==> src/sv/apob_pkg.sv <==
// Shared types, constants, tables and helper functions of the additive partial oscillator bank.
`default_nettype none

package apob_pkg;

    localparam int MUL_W        = 35;
    localparam int PROD_W       = 2 * MUL_W;
    localparam int DIV_W        = 34;
    localparam int DEF_PARTIALS = 64;

    localparam logic [16:0] SMOOTH_ONE   = 17'd65536;
    localparam logic [16:0] ATTACK_FULL  = 17'd65536;
    localparam logic [47:0] ATTACK_KNEE  = 48'd10923;
    localparam logic [16:0] ATTACK_SLOPE = 17'd6;
    localparam logic [15:0] BLEND_WEIGHT = 16'd19661;
    localparam logic [23:0] DECAY_COEF   = 24'd9895605;
    localparam logic [14:0] TANH_SAT     = 15'd32746;

    localparam logic [1:0] CFG_TPS    = 2'd0;
    localparam logic [1:0] CFG_VEL    = 2'd1;
    localparam logic [1:0] CFG_SMOOTH = 2'd2;

    typedef enum logic [1:0] {
        CMD_TICK    = 2'd0,
        CMD_SEED    = 2'd1,
        CMD_BLEND   = 2'd2,
        CMD_RESTART = 2'd3
    } t_cmd;

    typedef enum logic [4:0] {
        ST_IDLE, ST_SEED, ST_BL_RD, ST_BL_MUL, ST_BL_WR,
        ST_P, ST_Q, ST_TERM, ST_DSTART, ST_DWAIT, ST_ENV, ST_GAIN,
        ST_PSM, ST_PIL, ST_PIR, ST_PML, ST_PMR, ST_PAR,
        ST_XL, ST_XR, ST_TL, ST_TR, ST_TOUT, ST_EMIT
    } t_state;

    // One partial as held in the state memory.
    typedef struct packed {
        logic signed [15:0] tgt;
        logic signed [23:0] cur;
        logic [15:0]        pl;
        logic [15:0]        pr;
    } t_entry;

    // Operands of one table interpolation.
    typedef struct packed {
        logic [14:0] v0;
        logic [11:0] d;
        logic [15:0] f;
        logic        neg;
    } t_lerp;

    localparam logic [14:0] SINE_Q [0:64] = '{
        15'd0, 15'd804, 15'd1608, 15'd2411, 15'd3212, 15'd4011, 15'd4808, 15'd5602,
        15'd6393, 15'd7180, 15'd7962, 15'd8740, 15'd9512, 15'd10279, 15'd11039,
        15'd11793, 15'd12540, 15'd13279, 15'd14010, 15'd14733, 15'd15447, 15'd16151,
        15'd16846, 15'd17531, 15'd18205, 15'd18868, 15'd19520, 15'd20160, 15'd20788,
        15'd21403, 15'd22006, 15'd22595, 15'd23170, 15'd23732, 15'd24279, 15'd24812,
        15'd25330, 15'd25833, 15'd26320, 15'd26791, 15'd27246, 15'd27684, 15'd28106,
        15'd28511, 15'd28899, 15'd29269, 15'd29622, 15'd29957, 15'd30274, 15'd30572,
        15'd30853, 15'd31114, 15'd31357, 15'd31581, 15'd31786, 15'd31972, 15'd32138,
        15'd32286, 15'd32413, 15'd32522, 15'd32610, 15'd32679, 15'd32729, 15'd32758,
        15'd32767
    };

    localparam logic [14:0] TANH_Q [0:32] = '{
        15'd0, 15'd4075, 15'd8025, 15'd11743, 15'd15143, 15'd18173, 15'd20813,
        15'd23066, 15'd24956, 15'd26519, 15'd27796, 15'd28830, 15'd29660, 15'd30322,
        15'd30847, 15'd31262, 15'd31589, 15'd31846, 15'd32048, 15'd32206, 15'd32329,
        15'd32426, 15'd32500, 15'd32560, 15'd32606, 15'd32642, 15'd32670, 15'd32691,
        15'd32708, 15'd32722, 15'd32732, 15'd32740, 15'd32746
    };

    // Add half, then arithmetic shift right.
    function automatic logic signed [PROD_W-1:0] round_sh(
        input logic signed [PROD_W-1:0] v, input int n);
        return (v + (PROD_W'(1) <<< (n - 1))) >>> n;
    endfunction

    function automatic t_lerp sine_prep(input logic [31:0] ang);
        logic [22:0] pos;
        logic [6:0]  idx;
        logic [6:0]  nidx;
        t_lerp       l;
        pos = {1'b0, ang[29:8]};
        if (ang[30]) begin
            pos = 23'h400000 - pos;
        end
        idx   = pos[22:16];
        nidx  = (idx == 7'd64) ? idx : idx + 7'd1;
        l.v0  = SINE_Q[idx];
        l.d   = 12'(SINE_Q[nidx] - SINE_Q[idx]);
        l.f   = pos[15:0];
        l.neg = ang[31];
        return l;
    endfunction

    function automatic t_lerp tanh_prep(input logic signed [31:0] x);
        logic [31:0] mag;
        logic [5:0]  idx;
        t_lerp       l;
        mag   = x[31] ? 32'(-x) : 32'(x);
        idx   = {1'b0, mag[17:13]};
        l.neg = x[31];
        if (mag >= 32'h0004_0000) begin
            l.v0 = TANH_SAT;
            l.d  = '0;
            l.f  = '0;
        end else begin
            l.v0 = TANH_Q[idx];
            l.d  = 12'(TANH_Q[idx + 6'd1] - TANH_Q[idx]);
            l.f  = {3'b000, mag[12:0]};
        end
        return l;
    endfunction

    function automatic logic signed [15:0] lerp_out(input t_lerp l, input logic [15:0] add);
        logic [14:0] v;
        v = l.v0 + add[14:0];
        return l.neg ? -$signed({1'b0, v}) : $signed({1'b0, v});
    endfunction

endpackage

`default_nettype wire

==> src/sv/apob_mul.sv <==
// Shared signed multiplier with a registered product.
`default_nettype none

module apob_mul
    import apob_pkg::*;
(
    input  wire logic                     i_clk,
    input  wire logic signed [MUL_W-1:0]  i_a,
    input  wire logic signed [MUL_W-1:0]  i_b,
    output logic signed [PROD_W-1:0]      o_p
);

    logic signed [PROD_W-1:0] r_p;

    always_ff @(posedge i_clk) begin
        r_p <= PROD_W'(i_a) * PROD_W'(i_b);
    end

    assign o_p = r_p;

endmodule

`default_nettype wire

==> config.mk <==
export PLATFORM = sky130hd
export DESIGN_NAME = apob_mul
export DESIGN_NICKNAME = d
export VERILOG_FILES = /design/src/sv/apob_pkg.sv /design/src/sv/apob_mul.sv
export SDC_FILE = /design/constraint.sdc
export NUM_CORES = 2
export LEC_CHECK = 0
export BUFFER_PORTS_ARGS = -buffer_cell sky130_fd_sc_hd__buf_4
export CAP_MARGIN = 25
export CORE_MARGIN = 4
export CORE_UTILIZATION = 40
export CTS_BUF_LIST = sky130_fd_sc_hd__clkbuf_8
export DETAILED_ROUTE_END_ITERATION = 7
export PLACE_DENSITY_LB_ADDON = 0.05
export SYNTH_ARGS = -nofsm -noshare
export SYNTH_HDL_FRONTEND = slang
export SYNTH_SLANG_ARGS = --single-unit
==> constraint.sdc <==
create_clock -name i_clk -period 8.8 [get_ports i_clk]
set_input_delay 0.88 -clock i_clk [delete_from_list [all_inputs] [get_ports i_clk]]
set_output_delay 0.88 -clock i_clk [all_outputs]
set_load 0.01 [all_outputs]
### Word level (Yosys, flattened, before mapping)

Cells that the tools add are included.

* multipliers: 1

Operators with widths (number)
* multiplier 35 x 35 -> 70 bit: 1

* output and inout bits: 70
* flip-flop bits (word level): 70
* input bits: 71
* logic and storage cells: 2

### Depth between registers and ports, before layout

* word-level depth: 1
* mapped depth: 30
* mapped depth without buffers: 28

### Worst setup path before layout

No wires, ideal clock.

* kind: in2reg
* from: in i_a[34]
* to: reg r_p[68], in the netlist o_p[68]
* arrival time: 8.745 ns
* library setup time: 0.123 ns
* stages: 28
* buffers on the path: 3
* setup slack: -0.068 ns
* path through: clkbuf_1 > clkbuf_1 > nand2_1 > inv_1 > fa_1 > fa_1 > fa_1 > inv_1 > fa_1 > inv_1 > fa_1 > fa_1 > fa_1 > inv_1 > fa_1 > inv_1 > ha_1 > buf_4 > a21o_1 > a21o_1 > a21oi_1 > o21ai_0 > a221o_1 > a21o_1 > a31oi_1 > o21a_1 > o21ai_1 > xor2_1

* word-level cells in the longest chain between the ends: 1

Ends and longest elaborated chain
* start, declared: line apob_mul.sv:8 `input wire logic signed [MUL_W-1:0] i_a,`
* multiplier 35 x 35 -> 70 bit: line apob_mul.sv:16 `r_p <= PROD_W'(i_a) * PROD_W'(i_b);`
* end signal, assigned: line apob_mul.sv:16
* end, declared: line apob_mul.sv:13 `logic signed [PROD_W-1:0] r_p;`

No other way between the ends.

### Worst setup path after layout

* from: in i_b[3]
* to: reg r_p[67], in the netlist o_p[67]

* word-level cells in the longest chain between the ends: 1

Ends and longest elaborated chain
* start, declared: line apob_mul.sv:9 `input wire logic signed [MUL_W-1:0] i_b,`
* multiplier 35 x 35 -> 70 bit: line apob_mul.sv:16

No other way between the ends.

==> impl_metrics.py <==
metrics = {
    "cells_and_area": {
        "syn_to_final_growth_pct": 6.89,
        "largest_reg_flops": 70,
        "final_area_sq_um": 47900,
        "fin_nets": 6287,
        "fillerInstances": 11200,
        "drive_above_1_share_pct": 6.57,
        "utilization_pct": 43.2,
    },
    "grt": {
        "grt_pass1_vias": 34400,
        "antenna_found_initial": 7,
        "grt_max_degree": 36,
        "grt.total_usage_pct": 24.3,
        "grt-ovfl-total": 0,
        "grt_pass1_wl_um": 213000,
    },
    "synthesis": {
        "synth_area_sq_um": 44800,
        "synthCells": 4671,
        "async_flop_share_pct": 0,
        "yosysTopAreaCell": "fa_1",
        "synth_cell_type_count": 71,
        "synth_flop_cell": "dfxtp_1",
        "synth-edff-count": 0,
        "ys_top_cells_by_count": "fa_1, inv_1, and2_1, nand2_1, clkbuf_1",
        "avgSynthCellArea_sq_um": 9.60,
        "synth_most_common_cell": "fa_1",
        "ys_ff_latch": 70,
        "syn_nets": 6260,
        "synth_top_area_share_pct": 58.5,
        "synth_area_leaders": "fa_1, inv_1, and2_1",
        "synth-seq-area-share_pct": 3.13,
        "yosysWarnings": 0,
    },
    "floorplan": {
        "rows": 122,
        "start_util_pct": 40.4,
        "pin_count": 141,
        "die-area_sq_um": 118000,
        "core_sq_um": 111000,
        "chipWidth_um": 343,
        "die_height_um": 343,
    },
    "worst_setup_path": {
        "crit_slowest_cell": "fa_1",
        "crit_required_ps": 9090,
        "cpMostUsedCell": "fa_1",
        "crit_arrival_ps": 8590,
        "critPathCaptureType": "register",
        "crit_family": "adder cells",
        "path_max_fanout": 26,
        "startpoint_type": "primary input",
        "path_class": "in -> reg",
        "worst-path-buf-inv": 8,
        "slowest_delay_ps": 630,
    },
    "drt": {
        "first_pass_iters": 5,
        "drt_iter0_markers": 1197,
        "postRouteWirelength_um": 138000,
        "drtAntennaViolNets": 0,
        "wl_per_cell_um": 22.3,
        "via_count": 30200,
        "vias_per_cell": 4.87,
        "post-route-drc-count": 0,
    },
    "sta": {
        "final_hold_viol_count": 0,
        "period_minus_slack_ps": 8300,
        "drv_slew": 0,
        "rsz0062_at_grt": "false",
        "setup_viol": 0,
        "tns_ps": 0,
        "fin_crit_sh_pct": 94.4,
        "max_slew_margin_pct": 58.2,
        "tightest_slew_ps": 626,
        "fmax_mhz": 120,
        "fin_ws_ps": 497,
    },
    "cts": {
        "cts_buffers": 9,
        "cts_sinks": 70,
        "htreeDepth": 3,
        "postCtsHoldBufs": 0,
        "clockRootBuffer": "clkbuf_8",
        "cts_tree": "built",
        "cts_buffer_depth": 2,
        "cts-resized-gates": 0,
        "clk_pin_slew_ps": 90,
        "cts_setup_buffers": 0,
    },
    "hold_path": {
        "hold_path_class": "in -> reg",
    },
    "placed_design": {
        "placed_area_sq_um": 47700,
        "place_ws_ps": 97.0,
        "portBuffers": 140,
        "dp_hpwl_um": 116000,
        "place.gp.congestion": 0.860,
    },
    "flow_run": {
        "drv_cap": 0,
    },
    "outcome": {
        "status": "finished clean",
    },
}
-- through the flow --
step / cells / hold WS [ps]
after global routing: 6195 / 1090
final: 6197 / 1100
after floorplan: 4671 / 1010
after global placement: 6174 / 1270
after CTS: 6190 / 1070
after detailed placement: 6174 / 1270
-- layer usage --
| layer | up-vias | global-route usage, % | routed length (um) | share of wire, % |
|---|---|---|---|---|
| met5 | - | 0 | 12 | 0.0087 |
| met4 | 2 | 8.57 | 5800 | 4.2 |
| met3 | 154 | 1.24 | 2320 | 1.7 |
| met2 | 453 | 47.0 | 77300 | 56 |
| met1 | 16300 | 28.5 | 52700 | 38 |
| li1 | 13300 | - | - | - |
-- cells in the final DEF (no fill, tap or decap), drive strengths merged, types with 48 or more instances in the layout --
cell / n
and2: 667
xnor2: 54
o21ai: 48
buf: 267
nand2: 569
nor2: 53
ha: 207
dfxtp: 70
fa: 1311
inv: 1161
a21oi: 76
-- layout make-up --
type	instances	area (sq um)	share of cell area, %
multi-input cells	3191	38000	79.4
clock inverters	6	68.8	0.144
repair buffers	267	2050	4.28
diodes	6	15.0	0.0313
clock buffers	10	138	0.287
inverters	1159	4350	9.08
well taps	1488	1860	3.88
flip-flops and latches	70	1400	2.92
-- path summary, 6_finish.rpt --
path / start / to / cells after the start
max: i_b[3] / o_p[67] / 28
min: i_b[0] / o_p[0] / 3
-- cell families after synthesis --
kind of cell	count (synthesis)	share of synthesized area, %
xor+xnor	79	1.54
fa+ha+maj	1518	64.3
compound gates	229	3.35
flops	70	3.13
buf+inv	1410	12.0
simple gates	1365	15.6
Power is not shown: default switching activity piles up to over one toggle a cycle in this logic, so the estimate is an artifact.
