### config.mk
export PLATFORM = sky130hd
export DESIGN_NAME = apob_mem
export DESIGN_NICKNAME = d
export VERILOG_FILES = /design/src/sv/apob_pkg.sv /design/src/sv/apob_mem.sv
export SDC_FILE = /design/constraint.sdc
export NUM_CORES = 2
export LEC_CHECK = 0
export BUFFER_PORTS_ARGS = -buffer_cell sky130_fd_sc_hd__buf_4
export CORE_AREA = 2 2 574 576
export DETAILED_ROUTE_END_ITERATION = 10
export DIE_AREA = 0 0 576 578
export HOLD_SLACK_MARGIN = 0.08
export PLACE_DENSITY = 0.71
export REMOVE_ABC_BUFFERS = 1
export SETUP_SLACK_MARGIN = 0.15
export SLEW_MARGIN = 10
export SYNTH_ARGS = -nofsm -noshare
export SYNTH_HDL_FRONTEND = slang
export SYNTH_MEMORY_MAX_BITS = 65536
export SYNTH_SLANG_ARGS = --single-unit
### constraint.sdc
create_clock -name i_clk -period 8.45 [get_ports i_clk]
set_clock_uncertainty 0.15 [all_clocks]
set_input_delay 1.2675 -clock i_clk [delete_from_list [all_inputs] [get_ports i_clk]]
set_output_delay 1.2675 -clock i_clk [all_outputs]
set_load 0.05 [all_outputs]
### src/sv/apob_pkg.sv
// Shared types, constants, tables and helper functions of the additive partial oscillator bank.
`default_nettype none

package apob_pkg;

    localparam int MUL_W        = 35;
    localparam int PROD_W       = 2 * MUL_W;
    localparam int DIV_W        = 34;
    localparam int DEF_PARTIALS = 64;

    localparam logic [16:0] SMOOTH_ONE   = 17'd65536;
    localparam logic [16:0] ATTACK_FULL  = 17'd65536;
    localparam logic [47:0] ATTACK_KNEE  = 48'd10923;
    localparam logic [16:0] ATTACK_SLOPE = 17'd6;
    localparam logic [15:0] BLEND_WEIGHT = 16'd19661;
    localparam logic [23:0] DECAY_COEF   = 24'd9895605;
    localparam logic [14:0] TANH_SAT     = 15'd32746;

    localparam logic [1:0] CFG_TPS    = 2'd0;
    localparam logic [1:0] CFG_VEL    = 2'd1;
    localparam logic [1:0] CFG_SMOOTH = 2'd2;

    typedef enum logic [1:0] {
        CMD_TICK    = 2'd0,
        CMD_SEED    = 2'd1,
        CMD_BLEND   = 2'd2,
        CMD_RESTART = 2'd3
    } t_cmd;

    typedef enum logic [4:0] {
        ST_IDLE, ST_SEED, ST_BL_RD, ST_BL_MUL, ST_BL_WR,
        ST_P, ST_Q, ST_TERM, ST_DSTART, ST_DWAIT, ST_ENV, ST_GAIN,
        ST_PSM, ST_PIL, ST_PIR, ST_PML, ST_PMR, ST_PAR,
        ST_XL, ST_XR, ST_TL, ST_TR, ST_TOUT, ST_EMIT
    } t_state;

    // One partial as held in the state memory.
    typedef struct packed {
        logic signed [15:0] tgt;
        logic signed [23:0] cur;
        logic [15:0]        pl;
        logic [15:0]        pr;
    } t_entry;

    // Operands of one table interpolation.
    typedef struct packed {
        logic [14:0] v0;
        logic [11:0] d;
        logic [15:0] f;
        logic        neg;
    } t_lerp;

    localparam logic [14:0] SINE_Q [0:64] = '{
        15'd0, 15'd804, 15'd1608, 15'd2411, 15'd3212, 15'd4011, 15'd4808, 15'd5602,
        15'd6393, 15'd7180, 15'd7962, 15'd8740, 15'd9512, 15'd10279, 15'd11039,
        15'd11793, 15'd12540, 15'd13279, 15'd14010, 15'd14733, 15'd15447, 15'd16151,
        15'd16846, 15'd17531, 15'd18205, 15'd18868, 15'd19520, 15'd20160, 15'd20788,
        15'd21403, 15'd22006, 15'd22595, 15'd23170, 15'd23732, 15'd24279, 15'd24812,
        15'd25330, 15'd25833, 15'd26320, 15'd26791, 15'd27246, 15'd27684, 15'd28106,
        15'd28511, 15'd28899, 15'd29269, 15'd29622, 15'd29957, 15'd30274, 15'd30572,
        15'd30853, 15'd31114, 15'd31357, 15'd31581, 15'd31786, 15'd31972, 15'd32138,
        15'd32286, 15'd32413, 15'd32522, 15'd32610, 15'd32679, 15'd32729, 15'd32758,
        15'd32767
    };

    localparam logic [14:0] TANH_Q [0:32] = '{
        15'd0, 15'd4075, 15'd8025, 15'd11743, 15'd15143, 15'd18173, 15'd20813,
        15'd23066, 15'd24956, 15'd26519, 15'd27796, 15'd28830, 15'd29660, 15'd30322,
        15'd30847, 15'd31262, 15'd31589, 15'd31846, 15'd32048, 15'd32206, 15'd32329,
        15'd32426, 15'd32500, 15'd32560, 15'd32606, 15'd32642, 15'd32670, 15'd32691,
        15'd32708, 15'd32722, 15'd32732, 15'd32740, 15'd32746
    };

    // Add half, then arithmetic shift right.
    function automatic logic signed [PROD_W-1:0] round_sh(
        input logic signed [PROD_W-1:0] v, input int n);
        return (v + (PROD_W'(1) <<< (n - 1))) >>> n;
    endfunction

    function automatic t_lerp sine_prep(input logic [31:0] ang);
        logic [22:0] pos;
        logic [6:0]  idx;
        logic [6:0]  nidx;
        t_lerp       l;
        pos = {1'b0, ang[29:8]};
        if (ang[30]) begin
            pos = 23'h400000 - pos;
        end
        idx   = pos[22:16];
        nidx  = (idx == 7'd64) ? idx : idx + 7'd1;
        l.v0  = SINE_Q[idx];
        l.d   = 12'(SINE_Q[nidx] - SINE_Q[idx]);
        l.f   = pos[15:0];
        l.neg = ang[31];
        return l;
    endfunction

    function automatic t_lerp tanh_prep(input logic signed [31:0] x);
        logic [31:0] mag;
        logic [5:0]  idx;
        t_lerp       l;
        mag   = x[31] ? 32'(-x) : 32'(x);
        idx   = {1'b0, mag[17:13]};
        l.neg = x[31];
        if (mag >= 32'h0004_0000) begin
            l.v0 = TANH_SAT;
            l.d  = '0;
            l.f  = '0;
        end else begin
            l.v0 = TANH_Q[idx];
            l.d  = 12'(TANH_Q[idx + 6'd1] - TANH_Q[idx]);
            l.f  = {3'b000, mag[12:0]};
        end
        return l;
    endfunction

    function automatic logic signed [15:0] lerp_out(input t_lerp l, input logic [15:0] add);
        logic [14:0] v;
        v = l.v0 + add[14:0];
        return l.neg ? -$signed({1'b0, v}) : $signed({1'b0, v});
    endfunction

endpackage

`default_nettype wire

### src/sv/apob_mem.sv
// Partial state memory with per-entry valid bits so that reset reads as zero.
`default_nettype none

module apob_mem
    import apob_pkg::*;
#(
    parameter int PARTIALS = DEF_PARTIALS,
    parameter int AW       = 6
) (
    input  wire logic          i_clk,
    input  wire logic          i_rst_n,
    input  wire logic          i_rd_en,
    input  wire logic [AW-1:0] i_rd_addr,
    output t_entry             o_rd_data,
    input  wire logic          i_wr_en,
    input  wire logic [AW-1:0] i_wr_addr,
    input  wire t_entry        i_wr_data
);

    t_entry        r_mem [PARTIALS];
    t_entry        r_data;
    logic          r_hit;
    logic [PARTIALS-1:0] r_valid;

    always_ff @(posedge i_clk) begin
        if (i_wr_en) begin
            r_mem[i_wr_addr] <= i_wr_data;
        end
        if (i_rd_en) begin
            r_data <= r_mem[i_rd_addr];
        end
    end

    always_ff @(posedge i_clk) begin
        if (!i_rst_n) begin
            r_valid <= '0;
            r_hit   <= 1'b0;
        end else begin
            if (i_wr_en) begin
                r_valid[i_wr_addr] <= 1'b1;
            end
            if (i_rd_en) begin
                r_hit <= r_valid[i_rd_addr];
            end
        end
    end

    assign o_rd_data = r_hit ? r_data : '0;

endmodule

`default_nettype wire

======== Word-level counts from Yosys, hierarchy flattened ========
Memories as Yosys holds them, arrays and structs flattened. A register that Yosys moved wholly into a read port is not among the register bits.
Index checks and enable logic that the tools add are counted.
storage, ports and cells
  output and inout bits ................... 72
  memories kept ........................... 1
  logic and storage cells ................. 15
  memory bits (writable) .................. 4608
  input port bits ......................... 88
  flip-flop bits (word level) ............. 65
cells by class
  reductions and logical operators ........ 1
  $lt $le $gt $ge ......................... 3
  bitwise operators ....................... 1
  muxes and demuxes ....................... 7
memories
  name   depth  width  rd ports  clocked after memory_dff  write ports  RTL line        source
  r_mem  64     72     1         1                         1            apob_mem.sv:20  t_entry r_mem [PARTIALS];
operators by type and width
  cell                                                 count
  two-way mux 72 bit                                   1
  bitwise OR 64 bit                                    1
  < comparator 6 x 7 -> 1 bit, second input constant   2
  binary-select mux 1 bit (select 6 bit)               1
  demux 1 bit (select 6 bit)                           1
  >= comparator 6 x 1 -> 1 bit, second input constant  1
  two-way mux 1 bit                                    4
  logical AND 1 bit                                    1

======== Longest topological paths before layout ========
  word-level depth ........................ 5
  mapped depth ............................ 9
  mapped depth without buffers ............ 5

======== Worst setup path before layout ========
No wires, ideal clock.
  kind .................................... input port to flip-flop
  start point ............................. input port i_wr_en
  end point ............................... memory r_mem[40][0] (netlist bit) (enable)
  slack ................................... 1.023 ns
  required time ........................... 7.707 ns
  library setup time ...................... 0.593 ns
  path buffers ............................ 0
  arrival time ............................ 6.684 ns
  stages .................................. 3
  path through ............................ nor2b_1 -> nand3_1 -> nor3_1
between the ends
  longest elaborated chain between the ends .. 2
ends and longest elaborated chain
  element                                  RTL line        source
  from (decl)                              apob_mem.sv:15  input wire logic i_wr_en,
  two-way mux 1 bit                        apob_mem.sv:26  if (i_wr_en) begin
  two-way mux 1 bit (not written as such)  apob_mem.sv:27  r_mem[i_wr_addr] <= i_wr_data;
  to (decl)                                apob_mem.sv:20
No other way between the ends.

==> metrics.yaml <==
cpLargestDelayFamily: "buffers and inverters"
ys_async_sr_fraction_pct: 0
whs_ns: 0.313
grt.overflow.total: 0
slew_headroom_pct: 11.3
crit_slowest_cell: "dfxtp_4"
synth_mux_area_share_pct: 19.2
ctsResizeCount: 0
grt_busiest_layer: "met2"
use_met1_pct: 42.9
grt_pass1_vias: 83400
grt_usage_pct: 29.7
routed_wl_mm: 494
worst_setup_path_start_kind: "flip-flop"
yosys_warnings: 0
synth.most_common_cell: "edfxtp_1"
synth.avg_cell_area_sq_um: 26.0
ant_nets: 0
cp_common_cell: "buf_4"
cp_max_fo: 41
crit_type: "reg2out"
ir_worst_vdd_mv: 0.186
crit_buf_inv: 2
die_x_microns: 576
power_density_nw_per_um2: 239
grt_pass1_wl_mm: 674
place_inst: 11200
synth-simple-area-share_pct: 0.528
die_height_microns: 578
avgRoutedWirePerCell_microns: 40.9
critPathCaptureType: "output pin"
cts.reportedPaths.clkPinSlew_ns: 0.06
syn_area_sq_um: 179000
post-route-cell-area_sq_um: 202000
drive_gt1_share_pct: 33.2
root_buffer: "clkbuf_16"
maxCapViolations: 0
cts_made_buffers: 458
yosys.area.top_type: "edfxtp_1"
tightest_slew_ns: 1.33
postCtsSetupRepairBufs: 0
yosysUniqueCellTypes: 31
fmax_mhz: 208
ios: 160
fin_nets: 7429
grt_max_degree: 125
stdcell_count: 12100
hpwl_mm: 220
cp.required_ns: 7.03
p_leak_nw: 62.2
synth_top_family_by_area: "multiplexers"
clockBufferDepth: 4
period_share_pct: 57.0
cts_tree: "built"
drc: 0
area_delta_synth_final_pct: 12.7
arrival_ns: 3.40
ys_top_cells_by_count: "edfxtp_1, mux4_2, clkbuf_1, buf_2, and2_1"
dr_total_vias: 85200
core_region_area_sq_um: 326000
port_buffers: 159
tns_ns: 0
grt_use_met3_pct: 7.07
synth_xor_area_share_pct: 0
gr-usage-met2_pct: 46.0
die_area_sq_um: 333000
hold_viol_final: 0
synth-edff-count: 4680
setup_viol: 0
status: "finished clean"
rsz0062_at_grt: "no"
synth.area.top_cells: "edfxtp_1, mux4_2, dfxtp_1"
drtIter0Drc: 15600
gp_congestion: 0.770
slew_viol_final: 0
synth.top_cell.area_share_pct: 78.4
synth_flop_cell: "edfxtp_1"
ys_seq_elements: 4745
path_cells: "buf_4, and2_1, buf_4"
clock-sinks: 4745
antenna_found_initial: 34
final_util_pct: 61.9
avgViaCountPerCell: 7.04
synth_fa_ha_area_share_pct: 0
post-route-min-period_ns: 4.82
clk_latency_ns: 0.98
drt_pre_antenna_iters: 7
synth_cells: 6899
num_rows: 210
htree_levels: 5
initial_core_util_pct: 54.9
cts_hold_buf: 0
cp_slowest_stage_delay_ns: 0.79
hp-class: "reg2reg"
synth-seq-area-share_pct: 79.1
place_area_sq_um: 187000
synth_compound_area_share_pct: 0.325
-- worst paths after layout --
check	cells after the start	startpoint	end	slack, ns
setup / recovery	3	r_hit$_SDFFE_PN0P_	o_rd_data[55]	3.63
hold / removal	1	r_valid[26]$_SDFFE_PN0P_	r_valid[26]$_SDFFE_PN0P_	0.31
setup reg to reg	3	r_mem[5][49]$_DFFE_PP_	r_data[49]$_DFFE_PP_	5.98
hold reg to reg	1	r_valid[26]$_SDFFE_PN0P_	r_valid[26]$_SDFFE_PN0P_	0.31
-- final cells by class --
type / count / area [sq um]
antenna: 12 / 30.0
tap: 4346 / 5440
clock inverter: 295 / 2780
fill: 21100 / 124000
multi-input combinational: 1790 / 36400
clock buffer: 555 / 11900
sequential: 4745 / 142000
timing repair buffer: 346 / 3510
-- through the flow --
| step | total power, mW | setup slack, ns |
|---|---|---|
| global route | 49.5 | 3.50 |
| detailed placement | 28.8 | 3.33 |
| global placement | 28.7 | 3.38 |
| CTS | 48.5 | 3.53 |
| floorplan | 27.6 | 1.02 |
| finish | 48.4 | 3.63 |
-- worst reg2reg max path, cell delays in order (launching register included) --
cell      delay, ns
edfxtp_1       0.42
mux4_2         0.51
mux4_2         0.55
mux4_2         0.55
-- report_power, final --
part	switching [mW]	internal, mW
registers	0.0768	26.1
logic	1.21	0.921
clock network	8.75	11.3
-- sequential cells by signal, summed over array words and instances, names as in the netlist --
signal   flops
r_hit        1
r_mem     4608
r_data      72
r_valid     64
-- kinds of logic (layout without fill, tap and decap cells) --
family | after synthesis | in the layout
compound gates | 78 | 78
simple gates | 180 | 180
mux | 1532 | 1532
other cells | 0 | 12
buf+inv | 364 | 1196
flops | 4745 | 4745
-- layer usage --
layer	routed length, microns	part of all wire, %	vias to the layer above
met1	177000	36	46400
met2	236000	48	6601
met4	14800	3.0	26
met3	65300	13	869
li1	-	-	31300
met5	156	0.032	-
-- placed cells by master (no fill, tap or decap), types with 9 or more instances in the layout --
cell and n:
and2_1 72, buf_12 68, buf_4 271, bufinv_16 42, clkbuf_1 92, clkbuf_16 463
clkinv_1 128, clkinv_16 9, clkinv_2 80, clkinvlp_4 14, dfxtp_1 64, diode_2 12
edfxtp_1 4680, mux4_2 1524, nand3_1 10, nor2_4 60, o21a_1 64
Note: power is estimated with default switching activity, not from simulation.
