$ cat config.mk
export PLATFORM = sky130hd
export DESIGN_NAME = apob_div
export DESIGN_NICKNAME = d
export VERILOG_FILES = /design/src/sv/apob_pkg.sv /design/src/sv/apob_div.sv
export SDC_FILE = /design/constraint.sdc
export NUM_CORES = 1
export LEC_CHECK = 0
export BUFFER_PORTS_ARGS = -buffer_cell sky130_fd_sc_hd__clkbuf_2
export CAP_MARGIN = 5
export CORE_MARGIN = 1.5
export CORE_UTILIZATION = 52
export DETAILED_ROUTE_END_ITERATION = 10
export GPL_ROUTABILITY_DRIVEN = 0
export PLACE_DENSITY = 0.75
export RECOVER_POWER = 100
export SYNTH_ARGS = -nofsm -noshare
export SYNTH_HDL_FRONTEND = slang
export SYNTH_SLANG_ARGS = --single-unit
$ cat constraint.sdc
create_clock -name i_clk -period 3.39 [get_ports i_clk]
set_input_delay 0.1695 -clock i_clk [delete_from_list [all_inputs] [get_ports i_clk]]
set_output_delay 0.1695 -clock i_clk [all_outputs]
set_load 0.01 [all_outputs]
$ cat src/sv/apob_pkg.sv
// Shared types, constants, tables and helper functions of the additive partial oscillator bank.
`default_nettype none

package apob_pkg;

    localparam int MUL_W        = 35;
    localparam int PROD_W       = 2 * MUL_W;
    localparam int DIV_W        = 34;
    localparam int DEF_PARTIALS = 64;

    localparam logic [16:0] SMOOTH_ONE   = 17'd65536;
    localparam logic [16:0] ATTACK_FULL  = 17'd65536;
    localparam logic [47:0] ATTACK_KNEE  = 48'd10923;
    localparam logic [16:0] ATTACK_SLOPE = 17'd6;
    localparam logic [15:0] BLEND_WEIGHT = 16'd19661;
    localparam logic [23:0] DECAY_COEF   = 24'd9895605;
    localparam logic [14:0] TANH_SAT     = 15'd32746;

    localparam logic [1:0] CFG_TPS    = 2'd0;
    localparam logic [1:0] CFG_VEL    = 2'd1;
    localparam logic [1:0] CFG_SMOOTH = 2'd2;

    typedef enum logic [1:0] {
        CMD_TICK    = 2'd0,
        CMD_SEED    = 2'd1,
        CMD_BLEND   = 2'd2,
        CMD_RESTART = 2'd3
    } t_cmd;

    typedef enum logic [4:0] {
        ST_IDLE, ST_SEED, ST_BL_RD, ST_BL_MUL, ST_BL_WR,
        ST_P, ST_Q, ST_TERM, ST_DSTART, ST_DWAIT, ST_ENV, ST_GAIN,
        ST_PSM, ST_PIL, ST_PIR, ST_PML, ST_PMR, ST_PAR,
        ST_XL, ST_XR, ST_TL, ST_TR, ST_TOUT, ST_EMIT
    } t_state;

    // One partial as held in the state memory.
    typedef struct packed {
        logic signed [15:0] tgt;
        logic signed [23:0] cur;
        logic [15:0]        pl;
        logic [15:0]        pr;
    } t_entry;

    // Operands of one table interpolation.
    typedef struct packed {
        logic [14:0] v0;
        logic [11:0] d;
        logic [15:0] f;
        logic        neg;
    } t_lerp;

    localparam logic [14:0] SINE_Q [0:64] = '{
        15'd0, 15'd804, 15'd1608, 15'd2411, 15'd3212, 15'd4011, 15'd4808, 15'd5602,
        15'd6393, 15'd7180, 15'd7962, 15'd8740, 15'd9512, 15'd10279, 15'd11039,
        15'd11793, 15'd12540, 15'd13279, 15'd14010, 15'd14733, 15'd15447, 15'd16151,
        15'd16846, 15'd17531, 15'd18205, 15'd18868, 15'd19520, 15'd20160, 15'd20788,
        15'd21403, 15'd22006, 15'd22595, 15'd23170, 15'd23732, 15'd24279, 15'd24812,
        15'd25330, 15'd25833, 15'd26320, 15'd26791, 15'd27246, 15'd27684, 15'd28106,
        15'd28511, 15'd28899, 15'd29269, 15'd29622, 15'd29957, 15'd30274, 15'd30572,
        15'd30853, 15'd31114, 15'd31357, 15'd31581, 15'd31786, 15'd31972, 15'd32138,
        15'd32286, 15'd32413, 15'd32522, 15'd32610, 15'd32679, 15'd32729, 15'd32758,
        15'd32767
    };

    localparam logic [14:0] TANH_Q [0:32] = '{
        15'd0, 15'd4075, 15'd8025, 15'd11743, 15'd15143, 15'd18173, 15'd20813,
        15'd23066, 15'd24956, 15'd26519, 15'd27796, 15'd28830, 15'd29660, 15'd30322,
        15'd30847, 15'd31262, 15'd31589, 15'd31846, 15'd32048, 15'd32206, 15'd32329,
        15'd32426, 15'd32500, 15'd32560, 15'd32606, 15'd32642, 15'd32670, 15'd32691,
        15'd32708, 15'd32722, 15'd32732, 15'd32740, 15'd32746
    };

    // Add half, then arithmetic shift right.
    function automatic logic signed [PROD_W-1:0] round_sh(
        input logic signed [PROD_W-1:0] v, input int n);
        return (v + (PROD_W'(1) <<< (n - 1))) >>> n;
    endfunction

    function automatic t_lerp sine_prep(input logic [31:0] ang);
        logic [22:0] pos;
        logic [6:0]  idx;
        logic [6:0]  nidx;
        t_lerp       l;
        pos = {1'b0, ang[29:8]};
        if (ang[30]) begin
            pos = 23'h400000 - pos;
        end
        idx   = pos[22:16];
        nidx  = (idx == 7'd64) ? idx : idx + 7'd1;
        l.v0  = SINE_Q[idx];
        l.d   = 12'(SINE_Q[nidx] - SINE_Q[idx]);
        l.f   = pos[15:0];
        l.neg = ang[31];
        return l;
    endfunction

    function automatic t_lerp tanh_prep(input logic signed [31:0] x);
        logic [31:0] mag;
        logic [5:0]  idx;
        t_lerp       l;
        mag   = x[31] ? 32'(-x) : 32'(x);
        idx   = {1'b0, mag[17:13]};
        l.neg = x[31];
        if (mag >= 32'h0004_0000) begin
            l.v0 = TANH_SAT;
            l.d  = '0;
            l.f  = '0;
        end else begin
            l.v0 = TANH_Q[idx];
            l.d  = 12'(TANH_Q[idx + 6'd1] - TANH_Q[idx]);
            l.f  = {3'b000, mag[12:0]};
        end
        return l;
    endfunction

    function automatic logic signed [15:0] lerp_out(input t_lerp l, input logic [15:0] add);
        logic [14:0] v;
        v = l.v0 + add[14:0];
        return l.neg ? -$signed({1'b0, v}) : $signed({1'b0, v});
    endfunction

endpackage

`default_nettype wire

$ cat src/sv/apob_div.sv
// Restoring divider that produces one quotient bit per cycle.
`default_nettype none

module apob_div
    import apob_pkg::*;
(
    input  wire logic             i_clk,
    input  wire logic             i_rst_n,
    input  wire logic             i_start,
    input  wire logic [DIV_W-1:0] i_dividend,
    input  wire logic [DIV_W-1:0] i_divisor,
    output logic                  o_busy,
    output logic [DIV_W-1:0]      o_quot
);

    localparam int CW = $clog2(DIV_W + 1);

    logic [DIV_W-1:0] r_num;
    logic [DIV_W-1:0] r_rem;
    logic [DIV_W-1:0] r_div;
    logic [CW-1:0]    r_cnt;
    logic [DIV_W:0]   w_sh;
    logic [DIV_W+1:0] w_diff;

    assign w_sh   = {r_rem, r_num[DIV_W-1]};
    assign w_diff = {1'b0, w_sh} - {2'b00, r_div};

    always_ff @(posedge i_clk) begin
        if (!i_rst_n) begin
            r_cnt <= '0;
        end else if (i_start) begin
            r_cnt <= CW'(DIV_W);
        end else if (r_cnt != '0) begin
            r_cnt <= r_cnt - CW'(1);
        end
    end

    always_ff @(posedge i_clk) begin
        if (i_start) begin
            r_num <= i_dividend;
            r_rem <= '0;
            r_div <= i_divisor;
        end else if (r_cnt != '0) begin
            r_num <= {r_num[DIV_W-2:0], ~w_diff[DIV_W+1]};
            r_rem <= w_diff[DIV_W+1] ? w_sh[DIV_W-1:0] : w_diff[DIV_W-1:0];
        end
    end

    assign o_busy = (r_cnt != '0);
    assign o_quot = r_num;

endmodule

`default_nettype wire

Word-level counts from Yosys, hierarchy flattened
Index checks and enable logic that the tools add are counted.
Widths: inputs -> output; s select.
- register bits: 108
- input bits: 71
- output and inout port bits: 35
- word-level logic and storage cells: 17
- add/sub/neg operators: 2
- mux-type cells: 5
- bitwise operators: 2
- reductions and logical operators: 3
- operator list (kind ; number):
    $mux 34 ; 3
    $sub 35x34->36 ; 1
    $mux 6 ; 2
    $reduce_bool 6->1 ; 1
    $sub 6x1->6 const B ; 1
    $not 1->1 ; 2
    $reduce_bool 2->1 ; 1
    $reduce_or 2->1 ; 1

Depth between registers and ports, before layout
Gate-level depths: netlist of run 1.
- depth after elaboration: 4
- depth in mapped cells: 13
- depth with buffers taken out: 13

Worst setup path after synthesis of run 1
Ideal clock, no wire load.
- kind: register to register
- start point: register r_div[10]
- end point: register r_rem[8]
- library setup time: 91 ps
- arrival: 2675 ps
- data required time: 3299 ps
- path slack: 624 ps
- cell stages (with the launch flop): 13
- buffers on the path: 2
- period minus slack after synthesis: 2766 ps
- cells stage by stage: edfxtp_1 inv_1 ha_1 buf_2 nand2_2 o41ai_1 a31oi_1 a2111oi_4 a211oi_4 a31o_1 buf_6 a221o_1 a311oi_1
- longest elaborated chain between the ends: 2
- RTL lines (element ; RTL line ; source):
    from (decl) ; apob_div.sv:20 ; logic [DIV_W-1:0] r_div;
    from (signal assigned) ; apob_div.sv:42 ; r_div <= i_divisor;
    $sub 35x34->36 ; apob_div.sv:26 ; assign w_diff = {1'b0, w_sh} - {2'b00, r_div};
    $mux 34 ; apob_div.sv:45 ; r_rem <= w_diff[DIV_W+1] ? w_sh[DIV_W-1:0] : w_diff[DIV_W-1:0];
    to (signal assigned) ; apob_div.sv:45 ;
    to (decl) ; apob_div.sv:19 ; logic [DIV_W-1:0] r_rem;
Every way passes these cells.
A chain may end at the register's enable or synchronous reset.

Final worst setup path of run 1
- start point: register r_div[10]
- end point: register r_rem[12]
The elaborated chain is that of the path after synthesis.

==> run_results.csv, run 1 <==
group,metric,value,unit
run_status,outcome,"complete, but fails checks",
run_status,violations,"capacitance limit, slew limit",
die,ios,106,
layout,nets,845,
global_routing,grt_max_degree,53,
global_routing,gr-total-overflow,0,
sta,final.setup.tns,0,ns
global_routing,grt_pass1_vias,4876,
setup_path,r2r_start,"r_div[10]",
die,fp-row-count,39,
setup_path,crit_required,3.66,ns
setup_path,crit_arrival,3.40,ns
power,comb_power_share,32.0,%
logic_synthesis,synthFlopType,"edfxtp_1",
logic_synthesis,synth_simple_gate_area_share,11.2,%
worst_hold_path,hold_start,"i_rst_n",
drt,routedWlPerCell,15.6,um
drt,ant_nets,0,
die,start_util,53.6,%
logic_synthesis,synthesis.nets,708,
logic_synthesis,yosysMostFrequentCell,"edfxtp_1",
logic_synthesis,syn_area,0.00615,mm^2
logic_synthesis,ys.warnings.count,0,
worst_hold_path,hold_path.class,"input pin to flop",
logic_synthesis,synthMuxAreaShare,7.02,%
setup_path,path_cells,"inv_1 > ha_1 > nand2_2 > o41ai_1 > a31oi_1 > a2111oi_4 > a211oi_4 > a31o_1 > buf_4 > or3_1 > a211oi_1",
global_routing,grt_use_total,22.8,%
logic_synthesis,synthCells,600,
drt,drc_errors,0,
layout,syn2layout_area_growth,20.6,%
die,dieArea,0.0125,mm^2
sta,setup_viol,0,
power,leakage,3.14,nW
clocking,clk_latency,0.36,ns
power,power_density,558,mW/mm^2
drt,dr.pass1.iters,5,
setup_path,cp-start-kind,"flop",
logic_synthesis,ys_seq_elements,108,
logic_synthesis,synthAdderAreaFrac,7.65,%
clocking,cts_buffers,9,
setup_path,criticalPathCategory,"flop to flop",
power,pwr-share-seq,42.1,%
placement,place_ws,0.273,ns
setup_path,r2r_setup_slack,0.26,ns
power,p_switching,0.00136,W
logic_synthesis,synth_top_family_by_area,"compound AO/OA/AOI/OAI gates",
sta,rsz0062_at_grt,"false",
setup_path,rr_worst_depth,11,
sta,max_freq,319,MHz
setup_path,r2r_end,"r_rem[12]",
global_routing,grt_pass1_wl,22.8,mm
die,die_w,112,um
logic_synthesis,synthTopCellsByArea,"edfxtp_1, dfxtp_1, ha_1",
placement,dp.cells,834,
power,swShare,32.9,%
setup_path,crit_start,"r_div[10]",
logic_synthesis,synth_top_area_share,33.2,%
setup_path,crit_path_end,"r_rem[12]",
sta,hold_ws,0.0829,ns
sta,finalCriticalPeriod,3.13,ns
setup_path,worstPathMaxFanout,16,
layout,fin_cells,885,
clocking,postCtsSetupBuffers,0,
logic_synthesis,async_reset_ff_share,0,%
power,power.internal,0.00278,W
sta,final-hold-violation-count,0,
run,cap_violations,1,
logic_synthesis,ys_types,62,
setup_path,crit_slowest_cell,"a2111oi_4",
drt,via_count,4997,
clocking,cts_resized,0,
logic_synthesis,synthXorXnorAreaFrac,4.41,%
logic_synthesis,synth_compound_area_share,19.1,%
clocking,cts_tree,"built",
setup_path,critPathMaxStageDelay,0.46,ns
placement,dp_hpwl,9.81,mm
setup_path,cp_top_family,"compound AO/OA/AOI/OAI gates",
sta,skew,0.00689,ns
power,irDropWorstVdd,0.384,mV
clocking,cts.clk_slew.worst_paths,0.07,ns
sta,drv_slew,53,
power,clockPowerShare,25.8,%
setup_path,path_depth,11,
drt,initialDrtViolationCount,257,
drt,drt_wl_total,13.8,mm
sta,tightest_slew,2.64,ns
logic_synthesis,synth_common_cells,"edfxtp_1, nor2_1, a21oi_1, nand2_1, inv_1",
logic_synthesis,avgSynthCellArea,10.3,um^2
layout,diodes,0,
drt,viasPerCell,5.65,
logic_synthesis,ys_seq_area_share,46.2,%
die,die_h,112,um
die,core-area,0.0115,mm^2
placement,place.port_buffers,105,
sta,relSlewSlack,-76.1,%
layout,fillCellCount,940,
clocking,clockRootBuffer,"clkbuf_16",
setup_path,cp-end-kind,"flop",
global_routing,antenna_found_initial,0,
logic_synthesis,synth_edf_count,68,
clocking,cts_max_level,3,
sta,fin_ws,0.258,ns
layout,drive_above_1_share,17.9,%
logic_synthesis,synth_top_cell_by_area,"edfxtp_1",
clocking,cts.sinks,108,
clocking,clockBufferDepth,2,
setup_path,timing.critical_path.buf_inv,2,
sta,layout_worst_path_cycle_share,92.4,%
==> worst min-delay path by stage <==
stage,endpoint,slack (ns),cells after the start
2_1_floorplan,r_div[0],0.27,0
3_3_place_gp,r_div[25],0.35,1
3_5_place_dp,r_div[18],0.35,1
4_1_cts,r_cnt[1],0.06,2
5_1_grt,r_cnt[1],0.08,2
6_report,r_cnt[1],0.08,2
==> metal layers <==
metal / routed length, um / global-route usage [%] / up-vias
met3: 755 / 3.43 / 16
met1: 6250 / 29.6 / 2361
li1: - / - / 2470
met2: 6520 / 38.9 / 150
met4: 255 / 8.44 / 0
met5: 0 / 0 / -
==> kinds of logic after synthesis <==
family	after synthesis
AOI/OAI and AO/OA	170
xor gates and xnor gates	31
adders and majority gates	37
buffers and inverters	67
DFF	108
muxes	39
and+or+nand+nor	148
==> cells in the final DEF, fill, tap and decap left out, types with 19 or more instances in the layout <==
cell type / instances
edfxtp_1: 68
a21oi_1: 47
nor2_1: 50
inv_1: 43
clkbuf_1: 37
o21ai_0: 27
clkbuf_2: 72
mux2_2: 29
nand2_1: 46
a21o_1: 19
ha_1: 36
xnor2_1: 22
dfxtp_1: 40
dlygate4sd3_1: 34
==> through the flow <==
stage	instance area [um^2]	utilization (%)	power (W)
3_3_place_gp	6820	59.5	0.00303
5_1_grt	7420	64.7	0.00437
3_5_place_dp	6820	59.5	0.00307
4_1_cts	7460	65.1	0.00417
6_report	7420	64.7	0.00414
2_1_floorplan	6150	-	0.00270
==> cell type report <==
type	instances	area [um^2]	share of cell area (%)
multi-input combinational	425	3040	41.0
clock inverter	5	60.1	0.810
tap	143	179	2.41
sequential	108	2840	38.3
clock buffer	11	243	3.27
inverter	44	165	2.23
timing repair buffer	149	888	12.0
==> registers in the layout, indices dropped and copies added, names as in the netlist <==
signal / cells
r_div: 34
r_rem: 34
r_cnt: 6
o_quot: 34
==> timing repair <==
action | 4_1_cts | 5_1_grt
hold buffers | 34 | 0
endpoints found under the setup margin | 0 | 0
hold endpoints to repair | 34 | 0
==> power groups by stage <==
stage | registers (W) | clock network [W] | logic, W
2_1_floorplan | 0.00179 | 0 | 0.000913
6_report | 0.00174 | 0.00107 | 0.00132
3_5_place_dp | 0.00177 | 0 | 0.00130
5_1_grt | 0.00177 | 0.00114 | 0.00147
4_1_cts | 0.00174 | 0.00109 | 0.00134
3_3_place_gp | 0.00176 | 0 | 0.00128
==> worst register-to-register path, cell delays in order (launching register included) <==
cell	delay, ns
edfxtp_1	0.32
inv_1	0.04
ha_1	0.41
nand2_2	0.11
o41ai_1	0.38
a31oi_1	0.14
a2111oi_4	0.46
a211oi_4	0.16
a31o_1	0.25
buf_4	0.19
or3_1	0.40
a211oi_1	0.20
(Power assumes the default switching activity.)
==> inputs of run 2 (changes only) <==
Settings changed: CORE_MARGIN 1.5 to not set, TNS_END_PERCENT set to 30.
==> run_results.csv, run 2 (synthesis results as in run 1) <==
group,metric,value,unit
sta,final-hold-violation-count,0,
run_status,outcome,"complete, but fails checks",
power,p_switching,0.00138,W
drt,drc_errors,0,
global_routing,grt_pass1_vias,4860,
die,die_w,111,um
sta,layout_worst_path_cycle_share,90.8,%
setup_path,r2r_end,"r_rem[29]",
clocking,cts_max_level,3,
power,power.internal,0.00271,W
power,power_density,552,mW/mm^2
layout,fin_util,64.5,%
placement,place.port_buffers,105,
layout,fin_cells,885,
clocking,cts.clk_slew.worst_paths,0.07,ns
worst_hold_path,hold_depth,2,
setup_path,critPathMaxStageDelay,0.45,ns
sta,setup_viol,0,
global_routing,met2_usage,38.6,%
placement,dp_hpwl,9.81,mm
sta,skew,0.00969,ns
global_routing,use_met3,3.88,%
setup_path,cp-end-kind,"flop",
die,core-area,0.0115,mm^2
clocking,cts_buffers,9,
power,pwr-share-seq,42.6,%
setup_path,rr_worst_depth,12,
drt,initialDrtViolationCount,280,
setup_path,cp-start-kind,"flop",
setup_path,cp_top_family,"compound AO/OA/AOI/OAI gates",
layout,drive_above_1_share,17.7,%
sta,drv_slew,41,
run,cap_violations,1,
setup_path,path_cells,"inv_1 > ha_1 > nand2_1 > o41ai_1 > a31oi_1 > a2111oi_4 > a211oi_4 > a31o_1 > buf_4 > or3_1 > mux2i_1 > nand2b_1",
clocking,cts_tree,"built",
drt,ant_nets,0,
power,irDropWorstVdd,0.507,mV
sta,max_freq,325,MHz
power,swShare,33.7,%
power,comb_power_share,32.3,%
sta,tightest_slew,2.08,ns
placement,dp.cells,834,
sta,finalCriticalPeriod,3.08,ns
layout,layout_common_cells,"clkbuf_2, edfxtp_1, nor2_1",
setup_path,crit_slowest_cell,"a2111oi_4",
drt,drt_wl_total,13.5,mm
clocking,cts.sinks,108,
layout,diodes,0,
drt,routedWlPerCell,15.2,um
die,dieArea,0.0123,mm^2
sta,relSlewSlack,-38.4,%
setup_path,worstPathMaxFanout,16,
layout,syn2layout_area_growth,20.2,%
run_status,violations,"capacitance limit, slew limit",
worst_hold_path,holdPathEnd,"r_cnt[1]",
worst_hold_path,hold_start,"i_rst_n",
setup_path,r2r_start,"r_div[10]",
die,fp-row-count,39,
die,start_util,53.6,%
global_routing,grt_pass1_wl,22.7,mm
global_routing,grt-busiest-layer,"met2",
clocking,clockBufferDepth,2,
global_routing,grt_use_total,22.9,%
layout,nets,845,
drt,dr.pass1.iters,5,
setup_path,r2r_setup_slack,0.31,ns
worst_hold_path,hold_path.class,"input pin to flop",
drt,via_count,5016,
global_routing,grt_max_degree,45,
sta,rsz0062_at_grt,"false",
die,ios,106,
die,die_h,111,um
setup_path,timing.critical_path.buf_inv,2,
setup_path,criticalPathCategory,"flop to flop",
power,clockPowerShare,25.1,%
power,leakage,3.13,nW
setup_path,crit_arrival,3.38,ns
setup_path,crit_required,3.69,ns
global_routing,gr-total-overflow,0,
global_routing,grtUsageMet1,29.1,%
clocking,clk_latency,0.36,ns
layout,layout_commonest_cell,"clkbuf_2",
drt,viasPerCell,5.67,
clocking,clockRootBuffer,"clkbuf_16",
setup_path,path_depth,12,
global_routing,antenna_found_initial,0,
sta,final.setup.tns,0,ns
## run 2: cell types whose count changed in the layout (fill, tap and decap cells not counted), sizes merged
cell	previous run	this run
bufinv	1	0
clkbuf	119	120
buf	7	5
clkinvlp	1	0
inv	44	47
## run 2: stage by stage
stage,setup slack [ns],instance area [um^2],power (W),hold slack (ns)
2_1_floorplan,0.624,6150,0.00270,0.268
3_3_place_gp,0.403,6820,0.00303,0.346
3_5_place_dp,0.327,6820,0.00307,0.348
4_1_cts,0.319,7450,0.00414,0.0518
5_1_grt,0.0609,7400,0.00432,0.0619
6_report,0.310,7400,0.00409,0.0661
## run 2: repair_timing
action / in CTS / in global routing
hold buffers: 34 / 0
buffers inserted: 0 / 0
endpoints found under the hold margin: 34 / 0
gates resized for setup: 0 / 0
## run 2: final cells by class
type / count / area [um^2]
sequential: 108 / 2840
inverter: 44 / 165
clock inverter: 6 / 52.6
timing repair buffer: 149 / 882
multi-input combinational: 425 / 3040
fill: 945 / 4070
clock buffer: 10 / 239
tap: 143 / 179
## run 2: worst max path at each step
stage | start | end | slack (ns)
after global routing | r_div[10] | r_rem[12] | 0.06
after global placement | r_div[10] | r_rem[12] | 0.40
final | r_div[10] | r_rem[29] | 0.31
after CTS | r_div[10] | r_rem[29] | 0.32
after detailed placement | r_div[10] | r_rem[29] | 0.33
after floorplan | r_div[10] | r_rem[8] | 0.62
## run 2: per-layer routing
metal / up-vias / wire length (um)
met5: - / 0
met4: 0 / 219
met3: 14 / 696
met2: 150 / 6440
met1: 2379 / 6140
li1: 2473 / -
## run 2: power groups by stage
stage / logic, W / registers, W / clock network, W
floorplan: 0.000913 / 0.00179 / 0
global placement: 0.00127 / 0.00176 / 0
detailed placement: 0.00130 / 0.00177 / 0
CTS: 0.00134 / 0.00174 / 0.00106
global route: 0.00145 / 0.00177 / 0.00110
finish: 0.00132 / 0.00174 / 0.00103
